--- config.mk ---
export PLATFORM = sky130hd
export DESIGN_NAME = chcb_len_store
export DESIGN_NICKNAME = d
export VERILOG_FILES = /design/src/hw/rtl/chcb_pkg.sv /design/src/hw/rtl/chcb_len_store.sv
export SDC_FILE = /design/constraint.sdc
export NUM_CORES = 1
export LEC_CHECK = 0
export ABC_CLOCK_PERIOD_IN_PS = 6600
export BUFFER_PORTS_ARGS = -buffer_cell sky130_fd_sc_hd__buf_2
export CORE_ASPECT_RATIO = 1.1
export CORE_MARGIN = 5
export CORE_UTILIZATION = 65
export CTS_CLUSTER_SIZE = 30
export DETAILED_ROUTE_END_ITERATION = 6
export GPL_ROUTABILITY_DRIVEN = 0
export PLACE_DENSITY = 0.81
export SLEW_MARGIN = 20
export SYNTH_ARGS = -nofsm -noshare
export SYNTH_HDL_FRONTEND = slang
export SYNTH_SLANG_ARGS = --single-unit
--- constraint.sdc ---
create_clock -name i_clk -period 6.6 [get_ports i_clk]
set_input_delay 1.65 -clock i_clk [delete_from_list [all_inputs] [get_ports i_clk]]
set_output_delay 1.65 -clock i_clk [all_outputs]
set_load 0.02 [all_outputs]
--- src/hw/rtl/chcb_pkg.sv ---
package chcb_pkg;

    localparam int SYM_W  = 8;
    localparam int LEN_W  = 4;
    localparam int CODE_W = 15;

    // length bins 1..15 give 15 first-code steps
    localparam int NUM_STEPS = 15;

    localparam logic OP_LOAD  = 1'b0;
    localparam logic OP_QUERY = 1'b1;

    typedef struct packed {
        logic             op;
        logic [SYM_W-1:0] symbol;
        logic [LEN_W-1:0] code_length;
        logic             last;
    } t_in;

    typedef struct packed {
        logic [CODE_W-1:0] code;
        logic [LEN_W-1:0]  code_bits;
        logic              present;
        logic              oversubscribed;
    } t_out;

    typedef enum logic [1:0] {
        S_IDLE,
        S_HIST,
        S_STEP,
        S_ASSIGN
    } t_state;

    // sequencer commands to the code generator
    typedef struct packed {
        logic             clear;
        logic             hist_en;
        logic             step_en;
        logic             assign_en;
        logic [LEN_W-1:0] len;
        logic [LEN_W-1:0] step_idx;
    } t_gen_ctl;

endpackage

--- src/hw/rtl/chcb_len_store.sv ---
module chcb_len_store #(
    parameter int DEPTH = 256
) (
    input  logic                           i_clk,
    input  logic                           i_rst_n,
    input  logic                           i_clear,
    input  logic                           i_we,
    input  logic [$clog2(DEPTH)-1:0]       i_waddr,
    input  logic [chcb_pkg::LEN_W-1:0]     i_wdata,
    input  logic [$clog2(DEPTH)-1:0]       i_raddr,
    output logic [chcb_pkg::LEN_W-1:0]     o_rdata
);

    logic [chcb_pkg::LEN_W-1:0] r_mem [DEPTH];
    logic [DEPTH-1:0]           r_vld;
    logic [DEPTH-1:0]           n_vld;
    logic [chcb_pkg::LEN_W-1:0] r_rdata;

    // valid bits: an entry not written since the last clear reads as zero
    always_comb begin
        n_vld = i_clear ? '0 : r_vld;
        if (i_we) begin
            n_vld[i_waddr] = 1'b1;
        end
    end

    always_ff @(posedge i_clk) begin
        if (!i_rst_n) begin
            r_vld <= '0;
        end else begin
            r_vld <= n_vld;
        end
    end

    always_ff @(posedge i_clk) begin
        if (i_we) begin
            r_mem[i_waddr] <= i_wdata;
        end
    end

    always_ff @(posedge i_clk) begin
        r_rdata <= r_vld[i_raddr] ? r_mem[i_raddr] : '0;
    end

    assign o_rdata = r_rdata;

endmodule

Word level (Yosys, flattened, before mapping) --
Memories as Yosys holds them, arrays and structs flattened. A register that Yosys moved wholly into a read port is not among the register bits. Index checks and enable logic that the tools add are counted.
Word-level totals: bits in registers 256, RAM bits 1024, input port bits 24, output and inout port bits 4, logic and storage cells 16, memories 1
Memory list:
- r_mem | depth 256, width 4, rd ports 1, clocked after memory_dff 1, write ports 1, RTL line chcb_len_store.sv:14 | logic [chcb_pkg::LEN_W-1:0] r_mem [DEPTH];
Operators by class: $lt $le $gt $ge 3, mux-type cells 8, bitwise logic cells 1, reductions and logical operators 2
Operators by type and width (number):
- 256-bit 2-to-1 mux | 2
- 256-bit OR | 1
- 8-bit by 9-bit < comparator with 1-bit output (second input constant) | 2
- 1-bit binary-select mux with 8-bit select | 1
- 1-bit demux with 8-bit select | 1
- 8-bit by 1-bit >= comparator with 1-bit output (second input constant) | 1
- 1-bit 2-to-1 mux | 4
- 1-bit logical AND | 1
- 1-bit zero test | 1

Depth between registers and ports, before layout --
depth in word-level cells 6, depth in mapped cells 12, gate-level depth less buffers 7

Worst setup path before layout --
OpenSTA, ideal clock, no wires.
path kind input -> register, start input i_raddr[0], end register r_rdata, in the netlist o_rdata[0] (read register of r_mem), library setup time 0.115 ns, arrival 3.488 ns, data required time 6.485 ns, path slack 2.997 ns, cell stages on the path 8, buffers on the path 1, path through buf_6 -> mux4_2 -> mux2_2 -> a2111oi_2 -> a311oi_1 -> nor4_2 -> o22ai_2 -> o21a_1
Between the ends: longest elaborated chain between the ends 3
RTL lines:
- start: declaration | RTL line chcb_len_store.sv:10 | input logic [$clog2(DEPTH)-1:0] i_raddr,
- 1-bit binary-select mux with 8-bit select | RTL line chcb_len_store.sv:42 | r_rdata <= r_vld[i_raddr] ? r_mem[i_raddr] : '0;
- 1-bit 2-to-1 mux (not written as such) | RTL line chcb_len_store.sv:42
- 1-bit zero test (no source line)
- end: declaration | RTL line chcb_len_store.sv:17 | logic [chcb_pkg::LEN_W-1:0] r_rdata;
Several ways; a longest one is shown, not always the timed one. The select of a mux whose other input is x is not followed. A chain may end at the register's enable or synchronous reset.

Worst setup path after layout --
start input i_raddr[1], end register r_rdata, in the netlist o_rdata[0] (read register of r_mem)
Same word-level chain as after synthesis.

==> out/results.tsv <==
stage	metric	value	unit
routing	Post-Route WL	131.6	mm
cells_and_area	area grow syn2layout	8.936	%
sta	final setup TNS	0	ns
synthesis	Warnings, synthesis	0	
die	Die X	280.1	um
synthesis	#FFs+latches synth	1284	
synthesis	Post-synth top flop	edfxtp_1	
setup_path	worst r2r dst	o_rdata[2]	
routing	Avg WL per Cell	30.11	um
setup_path	crit path launch type	input pin	
synthesis	area leader, netlist	edfxtp_1	
setup_path	Max FO, Critical Path	56	
routing	vias per cell	6.979	
setup_path	Crit path arrival time	5.00	ns
clock_tree	Bufs on Longest Clock Path	3	
clock_tree	clk_lat worst skew	0.69	ns
clock_tree	CTS tree	done	
pwr	switch share	21.32	%
die	core area	80060	um^2
cells_and_area	Finished Cell Area	56820	um^2
clock_tree	clk slew on worst S/H paths	0.06	ns
sta	slack of the critical path	2.238	ns
placement	Placement Setup Slack	1.757	ns
synthesis	Mapped Cells	3249	
pwr	Reg power frac	53.5	%
pwr	Psw	3.490	mW
synthesis	syn avg cell area	16.05	um^2
clock_tree	Post-CTS Setup Bufs	0	
setup_path	critical path class	input pin to flop	
pwr	Clock power frac	41.5	%
synthesis	Post-synth EDFFs	1024	
cells_and_area	ratio of cells with drive above 1 in the final layout	14.43	%
cells_and_area	nets@finish	3239	
setup_path	Reg2Reg Setup Slack	4.07	ns
pwr	PwrDens	288.1	nW/um^2
routing	drt pass-1 iters	6	
synthesis	Unique masters post-synth	56	
routing	vias	30500	
clock_tree	H-tree Lvls	3	
routing	DRC Markers	0	
placement	Buffers on Ports	27	
die	IO Pins	28	
sta	# setup viols final	0	
setup_path	Worst R2R Path Depth	7	
routing	Antenna Nets Post-Route	0	
synthesis	top-count cell post-synth	edfxtp_1	
global_route	initial antenna violation count	4	
placement	Post-DP HPWL	79.99	mm
sta	RSZ-0062 raised after global routing	no	
routing	DRT iter0 DRCs	4793	
clock_tree	post-CTS sizing	0	
synthesis	register area share after synthesis	68.94	%
clock_tree	cts hold-fix bufs	0	
synthesis	post-synth top area share	58.96	%
global_route	pin count of the biggest net entering global routing	157	
synthesis	Synth area leaders	edfxtp_1 59%, dfxtp_1 10%, mux4_2 8.7%, mux2i_1 4.5%, o21a_1 3.8%	
synthesis	asr flop ratio synth	0	%
global_route	first-pass GRT wire length	194.6	mm
min_path	Min-Delay Startpoint	r_vld[43]	
clock_tree	CTS sink cnt	1284	
die	die area	86010	um^2
pwr	peak supply drop	195.8	uV
setup_path	Worst setup EP type	flop	
global_route	vias in the first global route	30390	
sta	Final Hold Viols	0	
global_route	GRT Util Overall	30.25	%
sta	Setup Skew	0.03289	ns
min_path	WHS Endpoint	r_vld[43]	
sta	Hold WS	0.5729	ns
sta	Slew Limit Headroom	24.73	%
sta	Achievable Freq	0.2292	GHz
sta	Tcrit/Tclk final	66.10	%
run	Max Cap Viol	0	
die	FP Rows	109	
sta	Least-Margin Pin Slew	1.129	ns
pwr	LEAKAGE	18.63	nW
pwr	Power Internal	12.88	mW
min_path	worst hold stages	2	
synthesis	Net Count, Synth	3273	
sta	Tmin final	4.362	ns
min_path	Min-Delay Path Class	flop to flop	
clock_tree	Num CTS Buffers	116	
pwr	Power Total	16.37	mW
synthesis	mapped cell area	52160	um^2
die	initial core utilization	65.15	%
global_route	grt ovf	0	
setup_path	Worst Path Required	7.24	ns
pwr	Gate power share	5.1	%
placement	placed inst area	52940	um^2
die	Die H	307.1	um
setup_path	Worst R2R Start	r_vld[53]	
synthesis	top cells by count, synth	1024 x edfxtp_1, 292 x nor2_1, 267 x nor2b_1	
status	outcome	finished, final reports clean	
sta	Final Slew Violations	0	
clock_tree	Root Driver	clkbuf_16	
-- per-layer routing --
| metal | global-route usage (%) | up-vias | routed length, um |
|---|---|---|---|
| met1 | 41.89 | 15350 | 47380 |
| met2 | 47.10 | 2129 | 61290 |
| met5 | 0 | - | 22 |
| met3 | 7.175 | 430 | 16120 |
| li1 | - | 12590 | - |
| met4 | 12.85 | 4 | 6760 |
-- cell families (layout without fill, tap and decap cells) --
| group | after synthesis | count (layout) | synth area share [%] |
|---|---|---|---|
| AO/OA/AOI/OAI | 540 | 540 | 7.585 |
| AND/OR/NAND/NOR | 727 | 727 | 6.955 |
| multiplexers | 461 | 461 | 14.06 |
| other | 0 | 3 | 0 |
| flip-flops | 1284 | 1284 | 68.94 |
| buffers and inverters | 237 | 301 | 2.461 |
-- stage by stage --
| stage | cells | util [%] |
|---|---|---|
| CTS | 4366 | 70.93 |
| detailed placement | 4150 | 66.13 |
| finish | 4370 | 70.97 |
| floorplan | 3249 | - |
| global placement | 4150 | 66.13 |
| global route | 4368 | 70.97 |
-- power by group through the flow --
| stage | clock network (mW) | logic (mW) | registers (mW) |
|---|---|---|---|
| after floorplan | 0 | 0.492 | 8.92 |
| after global placement | 0 | 0.786 | 8.92 |
| after detailed placement | 0 | 0.806 | 8.92 |
| after CTS | 6.82 | 0.810 | 8.75 |
| after global routing | 7.18 | 0.861 | 8.74 |
| final | 6.79 | 0.830 | 8.75 |
-- final cells by class --
type,instances,area (um^2)
diodes,3,7.507
inverters,5,18.77
clock buffers,148,3133
clock inverters,68,703.2
multi-input cells,1728,14940
flip-flops and latches,1284,35950
well taps,1054,1319
repair buffers,80,743.2
fillers,4681,23240
-- cells in the final DEF (no fill, tap or decap), types with 37 or more instances in the layout --
master / n
o21ai_0: 37
o221ai_1: 108
mux2i_1: 237
dfxtp_1: 260
edfxtp_1: 1024
mux4_2: 202
o21a_1: 261
a21oi_1: 51
nor2b_1: 267
o22ai_1: 37
buf_4: 42
nand3_1: 37
nand2_1: 55
clkbuf_16: 116
nor2_1: 292
-- sequential cells by signal (all words and copies together) (netlist names) --
name,count
r_vld,256
o_rdata,4
r_mem,1024
-- how the worst max path moves through the flow --
stage,startpoint,to,cells after the start,slack (ns)
6_report,i_raddr[1],o_rdata[0],9,2.24
3_3_place_gp,i_raddr[0],o_rdata[2],9,1.74
5_1_grt,i_raddr[1],o_rdata[0],9,2.26
3_5_place_dp,i_raddr[0],o_rdata[3],9,1.76
4_1_cts,i_raddr[0],o_rdata[3],9,2.46
2_1_floorplan,i_raddr[0],o_rdata[0],8,3.00
-- critical path, cell delays in order --
cell and delay [ns]:
buf_8 0.42, nand2_4 0.61, buf_4 0.45, o221ai_1 0.31, o22ai_1 0.14, o21ai_0 0.52
nand3_1 0.35, nor3_1 0.32, o21a_1 0.17
(Power assumes the default switching activity.)
