$ cat config.mk
export PLATFORM = sky130hd
export DESIGN_NAME = chcb_code_gen
export DESIGN_NICKNAME = d
export VERILOG_FILES = /design/src/hw/rtl/chcb_pkg.sv /design/src/hw/rtl/chcb_code_gen.sv
export SDC_FILE = /design/constraint.sdc
export NUM_CORES = 1
export LEC_CHECK = 0
export BUFFER_PORTS_ARGS = -buffer_cell sky130_fd_sc_hd__buf_2
export CAP_MARGIN = 30
export CORE_MARGIN = 5
export CORE_UTILIZATION = 35
export DETAILED_ROUTE_END_ITERATION = 12
export SLEW_MARGIN = 40
export SYNTH_ARGS = -nofsm -noshare
export SYNTH_HDL_FRONTEND = slang
export SYNTH_SLANG_ARGS = --single-unit
$ cat constraint.sdc
create_clock -name i_clk -period 4.7 [get_ports i_clk]
set_input_delay 0.235 -clock i_clk [delete_from_list [all_inputs] [get_ports i_clk]]
set_output_delay 0.235 -clock i_clk [all_outputs]
set_load 0.005 [all_outputs]
$ cat src/hw/rtl/chcb_pkg.sv
package chcb_pkg;

    localparam int SYM_W  = 8;
    localparam int LEN_W  = 4;
    localparam int CODE_W = 15;

    // length bins 1..15 give 15 first-code steps
    localparam int NUM_STEPS = 15;

    localparam logic OP_LOAD  = 1'b0;
    localparam logic OP_QUERY = 1'b1;

    typedef struct packed {
        logic             op;
        logic [SYM_W-1:0] symbol;
        logic [LEN_W-1:0] code_length;
        logic             last;
    } t_in;

    typedef struct packed {
        logic [CODE_W-1:0] code;
        logic [LEN_W-1:0]  code_bits;
        logic              present;
        logic              oversubscribed;
    } t_out;

    typedef enum logic [1:0] {
        S_IDLE,
        S_HIST,
        S_STEP,
        S_ASSIGN
    } t_state;

    // sequencer commands to the code generator
    typedef struct packed {
        logic             clear;
        logic             hist_en;
        logic             step_en;
        logic             assign_en;
        logic [LEN_W-1:0] len;
        logic [LEN_W-1:0] step_idx;
    } t_gen_ctl;

endpackage

$ cat src/hw/rtl/chcb_code_gen.sv
module chcb_code_gen #(
    parameter int DEPTH     = 256,
    parameter int LEN_LIMIT = 15
) (
    input  logic                          i_clk,
    input  chcb_pkg::t_gen_ctl            i_ctl,
    output logic [chcb_pkg::CODE_W-1:0]   o_code,
    output logic                          o_oversub
);

    localparam int AW = $clog2(DEPTH);
    localparam int HW = $clog2(DEPTH + 1);
    localparam int KW = AW + LEN_LIMIT + 1;
    localparam int CW = chcb_pkg::CODE_W;
    localparam int LW = chcb_pkg::LEN_W;
    localparam logic [KW-1:0] KRAFT_FULL = KW'(1) << LEN_LIMIT;

    logic [HW-1:0] r_hist [16];
    logic [CW-1:0] r_next [16];
    logic [CW-1:0] r_code;
    logic [KW-1:0] r_kraft;

    logic [LW-1:0] w_hidx;
    logic [HW-1:0] w_hval;
    logic [CW-1:0] w_nval;
    logic [CW-1:0] w_a;
    logic [CW-1:0] w_b;
    logic [CW-1:0] w_sum;
    logic [CW-1:0] w_shl;
    logic [LW-1:0] w_step_nxt;
    logic [KW-1:0] w_kinc;
    logic [CW-1:0] w_mask;
    logic          w_len_nz;

    assign w_len_nz   = (i_ctl.len != '0);
    assign w_hidx     = i_ctl.hist_en ? i_ctl.len : i_ctl.step_idx;
    assign w_hval     = r_hist[w_hidx];
    assign w_nval     = r_next[i_ctl.len];
    assign w_step_nxt = i_ctl.step_idx + LW'(1);

    // shared adder: histogram count, first-code step, next-code bump
    always_comb begin
        w_a = w_nval;
        w_b = CW'(1);
        if (i_ctl.hist_en) begin
            w_a = CW'(w_hval);
            w_b = CW'(1);
        end else if (i_ctl.step_en) begin
            w_a = r_code;
            w_b = CW'(w_hval);
        end
    end

    assign w_sum = w_a + w_b;
    assign w_shl = {w_sum[CW-2:0], 1'b0};

    // kraft sum scaled to the length limit
    assign w_kinc = KW'(1) << (LW'(LEN_LIMIT) - i_ctl.len);

    always_ff @(posedge i_clk) begin
        if (i_ctl.clear) begin
            r_hist  <= '{default: '0};
            r_next  <= '{default: '0};
            r_code  <= '0;
            r_kraft <= '0;
        end else begin
            if (i_ctl.hist_en && w_len_nz) begin
                r_hist[i_ctl.len] <= w_sum[HW-1:0];
                r_kraft           <= r_kraft + w_kinc;
            end
            if (i_ctl.step_en) begin
                r_code             <= w_shl;
                r_next[w_step_nxt] <= w_shl;
            end
            if (i_ctl.assign_en && w_len_nz) begin
                r_next[i_ctl.len] <= w_sum;
            end
        end
    end

    assign w_mask    = {CW{1'b1}} >> (LW'(CW) - i_ctl.len);
    assign o_code    = w_nval & w_mask;
    assign o_oversub = (r_kraft > KRAFT_FULL);

endmodule

== After elaboration in Yosys (flattened, before gate mapping) ==
Cells that the tools add are included.

* Flip-flop bits (word level): 422
* Bits of input ports: 13
* Output and inout port bits: 16
* Logic and storage cells: 78

* $add $sub $neg: 4
* Magnitude comparators: 6
* Shift-type cells: 2
* Muxes and demuxes: 23
* Bitwise gates (word level): 4
* Reductions and logical operators: 5

{| class="wikitable"
|+ Operator list
! operator !! count
|-
| $mux W240 || 3
|-
| $bwmux W240 || 2
|-
| $bwmux W144 || 1
|-
| $demux W15 S4 || 2
|-
| $mux W15 || 6
|-
| $bmux W15 S4 || 1
|-
| $mux W9 || 5
|-
| $bmux W9 S4 || 1
|-
| $demux W9 S4 || 1
|-
| $add A24 B24 Y24 || 1
|-
| $gt A24 B16 Y1 const B || 1
|-
| $shl A1 B4 Y24 const A || 1
|-
| $add A15 B15 Y15 || 1
|-
| $and A15 B15 Y15 || 1
|-
| $ge A5 B5 Y1 const B || 3
|-
| $not A4 Y5 || 3
|-
| $shr A15 B4 Y15 const A || 1
|-
| $lt A5 B1 Y1 const B || 2
|-
| $add A4 B1 Y4 const B || 1
|-
| $logic_and A1 B1 Y1 || 4
|-
| $mux W4 || 1
|-
| $reduce_bool A4 Y1 || 1
|-
| $sub A4 B4 Y4 const A || 1
|}

== Logic depth before layout (Yosys ltp) ==
Gate-level depths: netlist of run 1.

* Word-level depth: 13
* Mapped depth: 23
* Gate-level depth less buffers: 17

== Worst setup path before layout of run 1 ==
OpenSTA, ideal clock, no wires.

* Path kind: input to register
* From: input i_ctl[4] (netlist name)
* To: register r_next[115] (netlist name)
* Setup time: 117 ps
* Arrival time: 4954 ps
* Required time: 4583 ps
* Path slack: -371 ps
* Cell stages on the path: 23
* Path buffers: 7
* Path through: buf_6 buf_12 buf_12 buf_12 mux2i_2 buf_6 mux4_2 a211oi_1 a31oi_1 a22o_1 ha_1 inv_1 fa_1 nor2b_1 o31a_1 o31a_1 o21ai_1 a211oi_1 o2bb2ai_1 or2_1 clkbuf_2 buf_2 a22o_1

* Cells in the longest elaborated chain, start to end: 13
* Elaborated cells on any way between the ends: 26
* Those cells by class: add/sub (1); order compare (2); mux (18); bitwise (2); reduce/logical (3)

{| class="wikitable"
|+ RTL lines
! what !! RTL line !! text
|-
| start, declared || chcb_code_gen.sv:6 || <nowiki>input chcb_pkg::t_gen_ctl i_ctl,</nowiki>
|-
| $mux W4 || chcb_code_gen.sv:36 || <nowiki>assign w_hidx = i_ctl.hist_en ? i_ctl.len : i_ctl.step_idx;</nowiki>
|-
| $not A4 Y5 (implied by the code) || chcb_code_gen.sv:37 || <nowiki>assign w_hval = r_hist[w_hidx];</nowiki>
|-
| $bmux W9 S4 || chcb_code_gen.sv:37 ||
|-
| $mux W9 (implied by the code) (2 in series) || chcb_code_gen.sv:37 ||
|-
| $mux W9 || chcb_code_gen.sv:48 || <nowiki>end else if (i_ctl.step_en) begin</nowiki>
|-
| $mux W9 || chcb_code_gen.sv:45 || <nowiki>if (i_ctl.hist_en) begin</nowiki>
|-
| $add A15 B15 Y15 || chcb_code_gen.sv:54 || <nowiki>assign w_sum = w_a + w_b;</nowiki>
|-
| $bwmux W240 || chcb_code_gen.sv:73 || <nowiki>r_next[w_step_nxt] <= w_shl;</nowiki>
|-
| $mux W240 || chcb_code_gen.sv:71 || <nowiki>if (i_ctl.step_en) begin</nowiki>
|-
| $mux W240 || chcb_code_gen.sv:61 || <nowiki>if (i_ctl.clear) begin</nowiki>
|-
| $bwmux W240 || chcb_code_gen.sv:76 || <nowiki>r_next[i_ctl.len] <= w_sum;</nowiki>
|-
| $mux W240 * || chcb_code_gen.sv:75 || <nowiki>if (i_ctl.assign_en && w_len_nz) begin</nowiki>
|-
| end signal, assigned by index || chcb_code_gen.sv:73 ||
|-
| end signal, assigned by index || chcb_code_gen.sv:76 ||
|-
| end, declared || chcb_code_gen.sv:19 || <nowiki>logic [CW-1:0] r_next [16];</nowiki>
|}

Every way passes the cells marked *; elsewhere a longest branch is shown, timed or not. The select of a mux whose other input is x is not followed.
A chain may end at the register's enable or synchronous reset.

== Worst setup path in the final report of run 1 ==
* From: register r_next[181] (netlist name)
* To: register r_next[59] (netlist name)

* Cells in the longest elaborated chain, start to end: 11

{| class="wikitable"
|+ RTL lines
! what !! RTL line !! text
|-
| $bmux W15 S4 * || chcb_code_gen.sv:38 || <nowiki>assign w_nval = r_next[i_ctl.len];</nowiki>
|-
| $mux W15 (implied by the code) * (2 in series) || chcb_code_gen.sv:38 ||
|-
| $mux W15 * || chcb_code_gen.sv:48 ||
|-
| $mux W15 * || chcb_code_gen.sv:45 ||
|-
| $add A15 B15 Y15 * || chcb_code_gen.sv:54 ||
|-
| $bwmux W240 || chcb_code_gen.sv:73 ||
|-
| $mux W240 || chcb_code_gen.sv:71 ||
|-
| $mux W240 || chcb_code_gen.sv:61 ||
|-
| $bwmux W240 || chcb_code_gen.sv:76 ||
|-
| $mux W240 * || chcb_code_gen.sv:75 ||
|}

Marked as above.

==> results.txt, run 1 <==
----------------------------------------------------
[Run status]
  Result of the run ... complete, no violations

[Placement]
  Post-placement cell count ... 3311
  RD Place Congestion ... 0.931
  HPWL reported at the end of detailed placement ... 52200 um
  Placed Instance Area ... 23300 um2
  IO buf count ... 28

[Critical path]
  Register-to-Register Setup Slack ... 290 ps
  Slowest-stage cell, CP ... sky130_fd_sc_hd__mux4_2
  Crit-path max FO ... 16
  Data arrival time of the critical path ... 4890 ps
  Critical path data required time ... 5180 ps
  Longest individual stage delay on the worst path ... 550 ps
  Startpoint of the worst register-to-register path ... r_next[181]
  Cells on worst reg2reg path ... 17
  Worst R2R End ... r_next[59]
  Critical Path Start Type ... register
  Nature of the critical path endpoint ... register
  Critical path, cell by cell ... mux4_2 > mux4_2 > mux2i_1 > o21a_1 > inv_1 > ha_1 > a21o_1 > a2111oi_4 > buf_4 > a21oi_2 > a21boi_2 > buf_12 > nor4b_4 > xor2_2 > buf_4 > nand2_1 > a221oi_1
  Critical path type ... register to register

[Clock network]
  Worst-case clock buffer depth ... 3
  CTS sink count ... 422
  Clk Tree Root Cell ... sky130_fd_sc_hd__clkbuf_16
  Clock-pin slew on the worst setup and hold paths ... 60 ps
  CTS HTree Levels ... 2
  Clock tree from TritonCTS ... done
  Setup fix buffers added after clock tree synthesis ... 0
  Hold bufs inserted after CTS ... 0
  Cts bufs inserted ... 48
  Clock latency at the later pin of the worst-skew pair ... 610 ps
  Post-CTS sizing ... 0

[Timing]
  Transition at the pin with the smallest max-transition slack ... 913 ps
  Min Tclk post-route ... 4410 ps
  Worst slew slack as a fraction of its limit ... 39.1%
  Sum of negative setup slack ... 0 ps
  Final setup fails ... 0
  Highest clock frequency the design can meet ... 227 MHz
  Final number of hold-violating endpoints ... 0
  Slew Limit Fails ... 0
  Final worst-path cycle share ... 93.9%
  Unrepaired setup endpoints after global routing ... false
  Setup skew after layout ... 29.3 ps

[Floorplanning]
  Number of standard-cell rows in the floorplan ... 91
  Die Outline Area ... 67600 um2
  Horizontal extent of the die ... 260 um
  Die outline height ... 260 um
  # IOs ... 29
  Core outline area ... 61800 um2
  Starting utilization of the core area ... 35.4%

[Pwr]
  Max IR drop VDD ... 243 uV
  Static leakage ... 8.96 nW
  Power density over the cells ... 345 nW/um2

[Synth]
  Cell accounting for the most synthesized area ... sky130_fd_sc_hd__dfxtp_1
  Synthesized area ... 21900 um2
  Post-synthesis average cell area ... 8.55 um2
  Fraction of the yosys area taken by sequential cells ... 38.6%
  Count of distinct cell types in the synthesized netlist ... 79
  Yosys top cell area share ... 38.6%
  Primary FF master, synth ... sky130_fd_sc_hd__dfxtp_1
  Synthesized instance count ... 2558
  Number of synthesized flops with an enable pin ... 0
  Post-synthesis register bit count ... 422
  Warning count from the yosys run ... 0
  Net count of the mapped netlist ... 2598
  Most area-consuming cells after synthesis ... sky130_fd_sc_hd__dfxtp_1 (39%), sky130_fd_sc_hd__mux4_2 (9.1%), sky130_fd_sc_hd__a211oi_1 (8.8%)
  Async SR Flop Fraction ... 0%

[Routing]
  Remaining antenna violation count ... 0
  Iter 0 DRT Violations ... 1950
  Pre-Repair DR Iteration Count ... 5
  Detail-routed via count per cell ... 5.83
  Routed vias ... 19800
  Post-route DRC ... 0
  Wire length per cell ... 22.3 um
  Post-Route WL ... 75900 um

[GRT]
  Wire length of the first global-routing pass ... 116000 um
  Vias in the first global route ... 18600
  Number of antenna violations at the first check in global routing ... 3
  Global route total overflow ... 0
  GRT Resource Usage Total ... 21.8%
  Largest net degree at the start of global routing ... 120

[Cells and area]
  Finished Layout Cells ... 3403
  Post-layout utilization of the core ... 40.5%
  Post-layout nets ... 2565
  Post-route design area ... 25000 um2
  Top library cells by usage in the layout, fill and taps aside ... sky130_fd_sc_hd__nor2_1 (467), sky130_fd_sc_hd__dfxtp_1 (422), sky130_fd_sc_hd__nand2_1 (300), sky130_fd_sc_hd__a211oi_1 (255), sky130_fd_sc_hd__a21oi_1 (198)
  Fraction of layout cells with a size suffix above 1 ... 15.6%
  Area growth syn-to-layout ... 14.4%
  Most common cell after layout, fill and taps aside ... sky130_fd_sc_hd__nor2_1

[Flow run]
  Max Cap Violations ... 0

[Worst hold path]
  Worst Hold Class ... input port to register
  Worst Hold End ... r_code[10]
  Hold path depth ... 3
  Hold path start ... i_ctl[9]

----------------------------------------------------
synth_stat cells (4+ instances only):
cell type	n
sky130_fd_sc_hd__a2111oi_0	4
sky130_fd_sc_hd__a211oi_1	256
sky130_fd_sc_hd__a211oi_2	7
sky130_fd_sc_hd__a21o_1	14
sky130_fd_sc_hd__a21oi_1	199
sky130_fd_sc_hd__a221oi_1	5
sky130_fd_sc_hd__a221oi_2	4
sky130_fd_sc_hd__a22o_1	14
sky130_fd_sc_hd__a22oi_1	13
sky130_fd_sc_hd__a311oi_1	18
sky130_fd_sc_hd__a31oi_1	11
sky130_fd_sc_hd__and2_1	26
sky130_fd_sc_hd__and3_1	38
sky130_fd_sc_hd__buf_1	8
sky130_fd_sc_hd__buf_2	14
sky130_fd_sc_hd__buf_4	6
sky130_fd_sc_hd__buf_6	16
sky130_fd_sc_hd__clkbuf_1	183
sky130_fd_sc_hd__dfxtp_1	422
sky130_fd_sc_hd__ha_1	25
sky130_fd_sc_hd__inv_1	20
sky130_fd_sc_hd__mux2_1	5
sky130_fd_sc_hd__mux2_2	13
sky130_fd_sc_hd__mux2i_1	36
sky130_fd_sc_hd__mux4_1	6
sky130_fd_sc_hd__mux4_2	88
sky130_fd_sc_hd__nand2_1	306
sky130_fd_sc_hd__nand2b_1	11
sky130_fd_sc_hd__nand3_1	31
sky130_fd_sc_hd__nor2_1	469
sky130_fd_sc_hd__nor2b_1	33
sky130_fd_sc_hd__nor3_1	44
sky130_fd_sc_hd__nor4_1	8
sky130_fd_sc_hd__nor4_2	6
sky130_fd_sc_hd__o211ai_1	10
sky130_fd_sc_hd__o21a_1	11
sky130_fd_sc_hd__o21ai_0	61
sky130_fd_sc_hd__o22ai_1	12
sky130_fd_sc_hd__o31a_1	4
sky130_fd_sc_hd__o31ai_1	13
sky130_fd_sc_hd__o32ai_1	10
sky130_fd_sc_hd__or3_1	4
sky130_fd_sc_hd__xnor2_1	13
sky130_fd_sc_hd__xor2_1	8
per-stage QoR:
stage	worst slack (ps)	hold WS [ps]	total power [mW]
2_1_floorplan	-21.4	432	4.41
3_3_place_gp	-19.8	439	4.78
3_5_place_dp	-95.7	443	4.80
4_1_cts	319	70.3	8.67
5_1_grt	98.7	91.4	8.90
6_report	287	104	8.63
power breakdown:
part / switching, mW / internal [mW]
Combinational: 0.692 / 0.352
Sequential: 0.0437 / 3.65
Clock: 1.60 / 2.28
Total: 2.34 / 6.29
layer usage:
layer	vias up	track usage, %	part of all wire, %
li1	9156	-	-
met1	9614	30.3	43
met2	915	33.1	44
met3	153	5.13	9.4
met4	2	7.78	3.4
met5	-	0	0.017
worst max-delay path by stage:
stage,startpoint,to,slack (ps)
2_1_floorplan,i_ctl[4],r_next[115],-20
3_3_place_gp,i_ctl[10],r_next[149],-20
3_5_place_dp,i_ctl[10],r_next[59],-100
4_1_cts,r_next[181],r_next[209],320
5_1_grt,r_next[181],r_next[147],100
6_report,r_next[181],r_next[59],290
layout make-up:
class                   instances  area [um2]
clock buffers                  75        1440
repair buffers                153        1370
multi-input cells            1880       12400
flip-flops and latches        422        8450
inverters                      20        75.1
clock inverters                14         185
diodes                          2        5.00
fillers                      6105       36800
well taps                     837        1050
registers in the layout, summed over array words and instances (netlist names):
name and cells:
r_next 240, r_hist 144, r_kraft 24, r_code 14
cells by family after synthesis:
| kind of cell | share of synthesized area [%] |
|---|---|
| AO/OA/AOI/OAI | 21.2 |
| flip-flops | 38.6 |
| buffers and inverters | 5.45 |
| multiplexers | 12.4 |
| AND/OR/NAND/NOR | 19.6 |
| XOR/XNOR | 1.06 |
| adder cells (fa/ha/maj) | 1.61 |
worst max-delay path, delay by kind of cell, from the launching register on:
kind,cells,cell delay [ps]
mux,3,1380
compound gates,6,1350
buf+inv,4,650
flops,1,310
fa+ha+maj,1,260
xor+xnor,1,180
simple gates,2,120
(Power assumes the default switching activity.)
==> inputs of run 2 (changes only) <==
--- a/config.mk
+++ b/config.mk
@@ -10,6 +10,7 @@
 export CORE_MARGIN = 5
 export CORE_UTILIZATION = 35
 export DETAILED_ROUTE_END_ITERATION = 12
+export RECOVER_POWER = 100
 export SLEW_MARGIN = 40
 export SYNTH_ARGS = -nofsm -noshare
 export SYNTH_HDL_FRONTEND = slang
==> run 2 against run 1 <==
The flow now finishes with violations (max-capacitance violations, max-slew violations). Core utilization is 0.44 points lower. Critical path depth shrank 3. Sequential share of layout area up 0.37 points. Routed wire length about the same. First-iteration DRC count is 4.5% higher. Global-route usage unchanged.
==> results.txt, run 2 (synthesis gave the netlist of run 1 again) <==
----------------------------------------------------
[Floorplanning]
  Die outline height ... 260 um
  # IOs ... 29
  Die Outline Area ... 67600 um2
  Number of standard-cell rows in the floorplan ... 91
  Starting utilization of the core area ... 35.4%
  Core outline area ... 61800 um2
  Horizontal extent of the die ... 260 um

[Critical path]
  Data arrival time of the critical path ... 4880 ps
  Critical Path Start Type ... register
  Nature of the critical path endpoint ... register
  Register-to-Register Setup Slack ... 210 ps
  Critical path data required time ... 5090 ps
  Critical path type ... register to register
  Crit-path max FO ... 25

[Routing]
  Iter 0 DRT Violations ... 2038
  Wire length per cell ... 22.3 um
  Routed vias ... 19900
  Detail-routed via count per cell ... 5.84
  Post-Route WL ... 75900 um
  Pre-Repair DR Iteration Count ... 6
  Remaining antenna violation count ... 0
  Post-route DRC ... 0

[Cells and area]
  Fraction of layout cells with a size suffix above 1 ... 14.0%
  Largest register FFs ... 240
  Most common cell after layout, fill and taps aside ... sky130_fd_sc_hd__nor2_1
  Post-route design area ... 24700 um2
  Area growth syn-to-layout ... 13.2%
  Top Registers ... r_next x240, r_hist x144, r_kraft x24
  Post-layout utilization of the core ... 40.0%
  Top library cells by usage in the layout, fill and taps aside ... sky130_fd_sc_hd__nor2_1 (467), sky130_fd_sc_hd__dfxtp_1 (422), sky130_fd_sc_hd__nand2_1 (300), sky130_fd_sc_hd__a211oi_1 (255), sky130_fd_sc_hd__a21oi_1 (199)
  Finished Layout Cells ... 3402
  Post-layout nets ... 2565
  Reg with most FFs ... r_next

[Clock network]
  Clock-pin slew on the worst setup and hold paths ... 60 ps
  Clock tree from TritonCTS ... done
  Setup fix buffers added after clock tree synthesis ... 0
  Clk Tree Root Cell ... sky130_fd_sc_hd__clkbuf_16
  Clock latency at the later pin of the worst-skew pair ... 610 ps
  Worst-case clock buffer depth ... 3
  Post-CTS sizing ... 0
  CTS HTree Levels ... 2
  Hold bufs inserted after CTS ... 0
  CTS sink count ... 422
  Cts bufs inserted ... 48

[Timing]
  Worst slew slack as a fraction of its limit ... -134%
  Final number of hold-violating endpoints ... 0
  Unrepaired setup endpoints after global routing ... false
  Setup skew after layout ... 32.4 ps
  Final worst-path cycle share ... 95.5%
  Sum of negative setup slack ... 0 ps
  Final setup fails ... 0
  Transition at the pin with the smallest max-transition slack ... 3510 ps
  Highest clock frequency the design can meet ... 223 MHz
  Slew Limit Fails ... 212
  Min Tclk post-route ... 4490 ps

[Placement]
  IO buf count ... 28
  Post-placement cell count ... 3311
  RD Place Congestion ... 0.931
  HPWL reported at the end of detailed placement ... 52200 um
  Placed Instance Area ... 23300 um2

[Pwr]
  Sequential group share of total power ... 43.0%
  Max IR drop VDD ... 241 uV
  Fraction of power spent switching nets ... 27.2%
  Clock power frac ... 45.3%
  Static leakage ... 8.81 nW
  Power density over the cells ... 347 nW/um2
  Internal power of the cells ... 6.25 mW
  Net switching power figure ... 2.34 mW
  Total power draw ... 8.59 mW
  Comb pwr share ... 11.7%

[GRT]
  GRT Resource Usage Total ... 21.8%
  Number of antenna violations at the first check in global routing ... 3
  Global route total overflow ... 0
  Vias in the first global route ... 18600
  Wire length of the first global-routing pass ... 116000 um
  Largest net degree at the start of global routing ... 120

[Run status]
  Result of the run ... complete, but fails checks
  Violations in the final reports ... max-capacitance violations, max-slew violations

[Flow run]
  Max Cap Violations ... 4

[Worst hold path]
  Worst Hold Class ... input port to register

----------------------------------------------------
[run 2: cell count changes in the layout (fill, tap and decap cells not counted), sizes merged]
cell    delta
diode      -1
clkbuf    +36
buf       -36
[run 2: path summary, 6_finish.rpt]
path | end | from | cells after the start
max | r_next[156] | r_next[181] | 14
min | r_code[10] | i_ctl[9] | 3
max reg2reg | r_next[156] | r_next[181] | 14
min reg2reg | r_hist[99] | r_hist[99] | 2
[run 2: area by class of cell]
| cell class | count | area, um2 |
|---|---|---|
| inverters | 20 | 75.1 |
| repair buffers | 153 | 1190 |
| fillers | 6148 | 37100 |
| multi-input cells | 1880 | 12400 |
| well taps | 837 | 1050 |
| clock buffers | 75 | 1440 |
| diodes | 1 | 2.50 |
| flip-flops and latches | 422 | 8450 |
| clock inverters | 14 | 185 |
[run 2: metrics by stage]
step	hold slack (ps)	setup slack (ps)
6_report	99.6	213
5_1_grt	91.4	49.5
3_5_place_dp	443	-95.7
2_1_floorplan	432	-21.4
4_1_cts	70.3	319
3_3_place_gp	439	-19.8
[run 2: power groups by stage]
| stage | Clock [mW] | Sequential (mW) | Combinational (mW) |
|---|---|---|---|
| 3_3_place_gp | 0 | 3.77 | 1.00 |
| 2_1_floorplan | 0 | 3.76 | 0.649 |
| 4_1_cts | 3.95 | 3.69 | 1.03 |
| 6_report | 3.89 | 3.70 | 1.00 |
| 3_5_place_dp | 0 | 3.77 | 1.02 |
| 5_1_grt | 4.09 | 3.70 | 1.07 |
[run 2: worst max-delay path, stage by stage (launching register included)]
cell                        delay [ps]
sky130_fd_sc_hd__dfxtp_1           320
sky130_fd_sc_hd__mux4_2            550
sky130_fd_sc_hd__mux4_2            510
sky130_fd_sc_hd__mux2i_1           320
sky130_fd_sc_hd__o21a_1            210
sky130_fd_sc_hd__inv_1              50
sky130_fd_sc_hd__ha_1              260
sky130_fd_sc_hd__a21o_1            200
sky130_fd_sc_hd__a2111oi_4         370
sky130_fd_sc_hd__buf_4             190
sky130_fd_sc_hd__xor2_4            160
sky130_fd_sc_hd__clkbuf_2          590
sky130_fd_sc_hd__nor2_1            130
sky130_fd_sc_hd__a211oi_1          300
sky130_fd_sc_hd__a211oi_1           90
[run 2: layer usage]
metal / global-route usage, % / vias to the layer above / part of all wire, %
met4: 7.78 / 2 / 3.5
met5: 0 / - / 0.017
li1: - / 9159 / -
met1: 30.3 / 9677 / 43
met2: 33.1 / 853 / 44
met3: 5.13 / 168 / 9.2
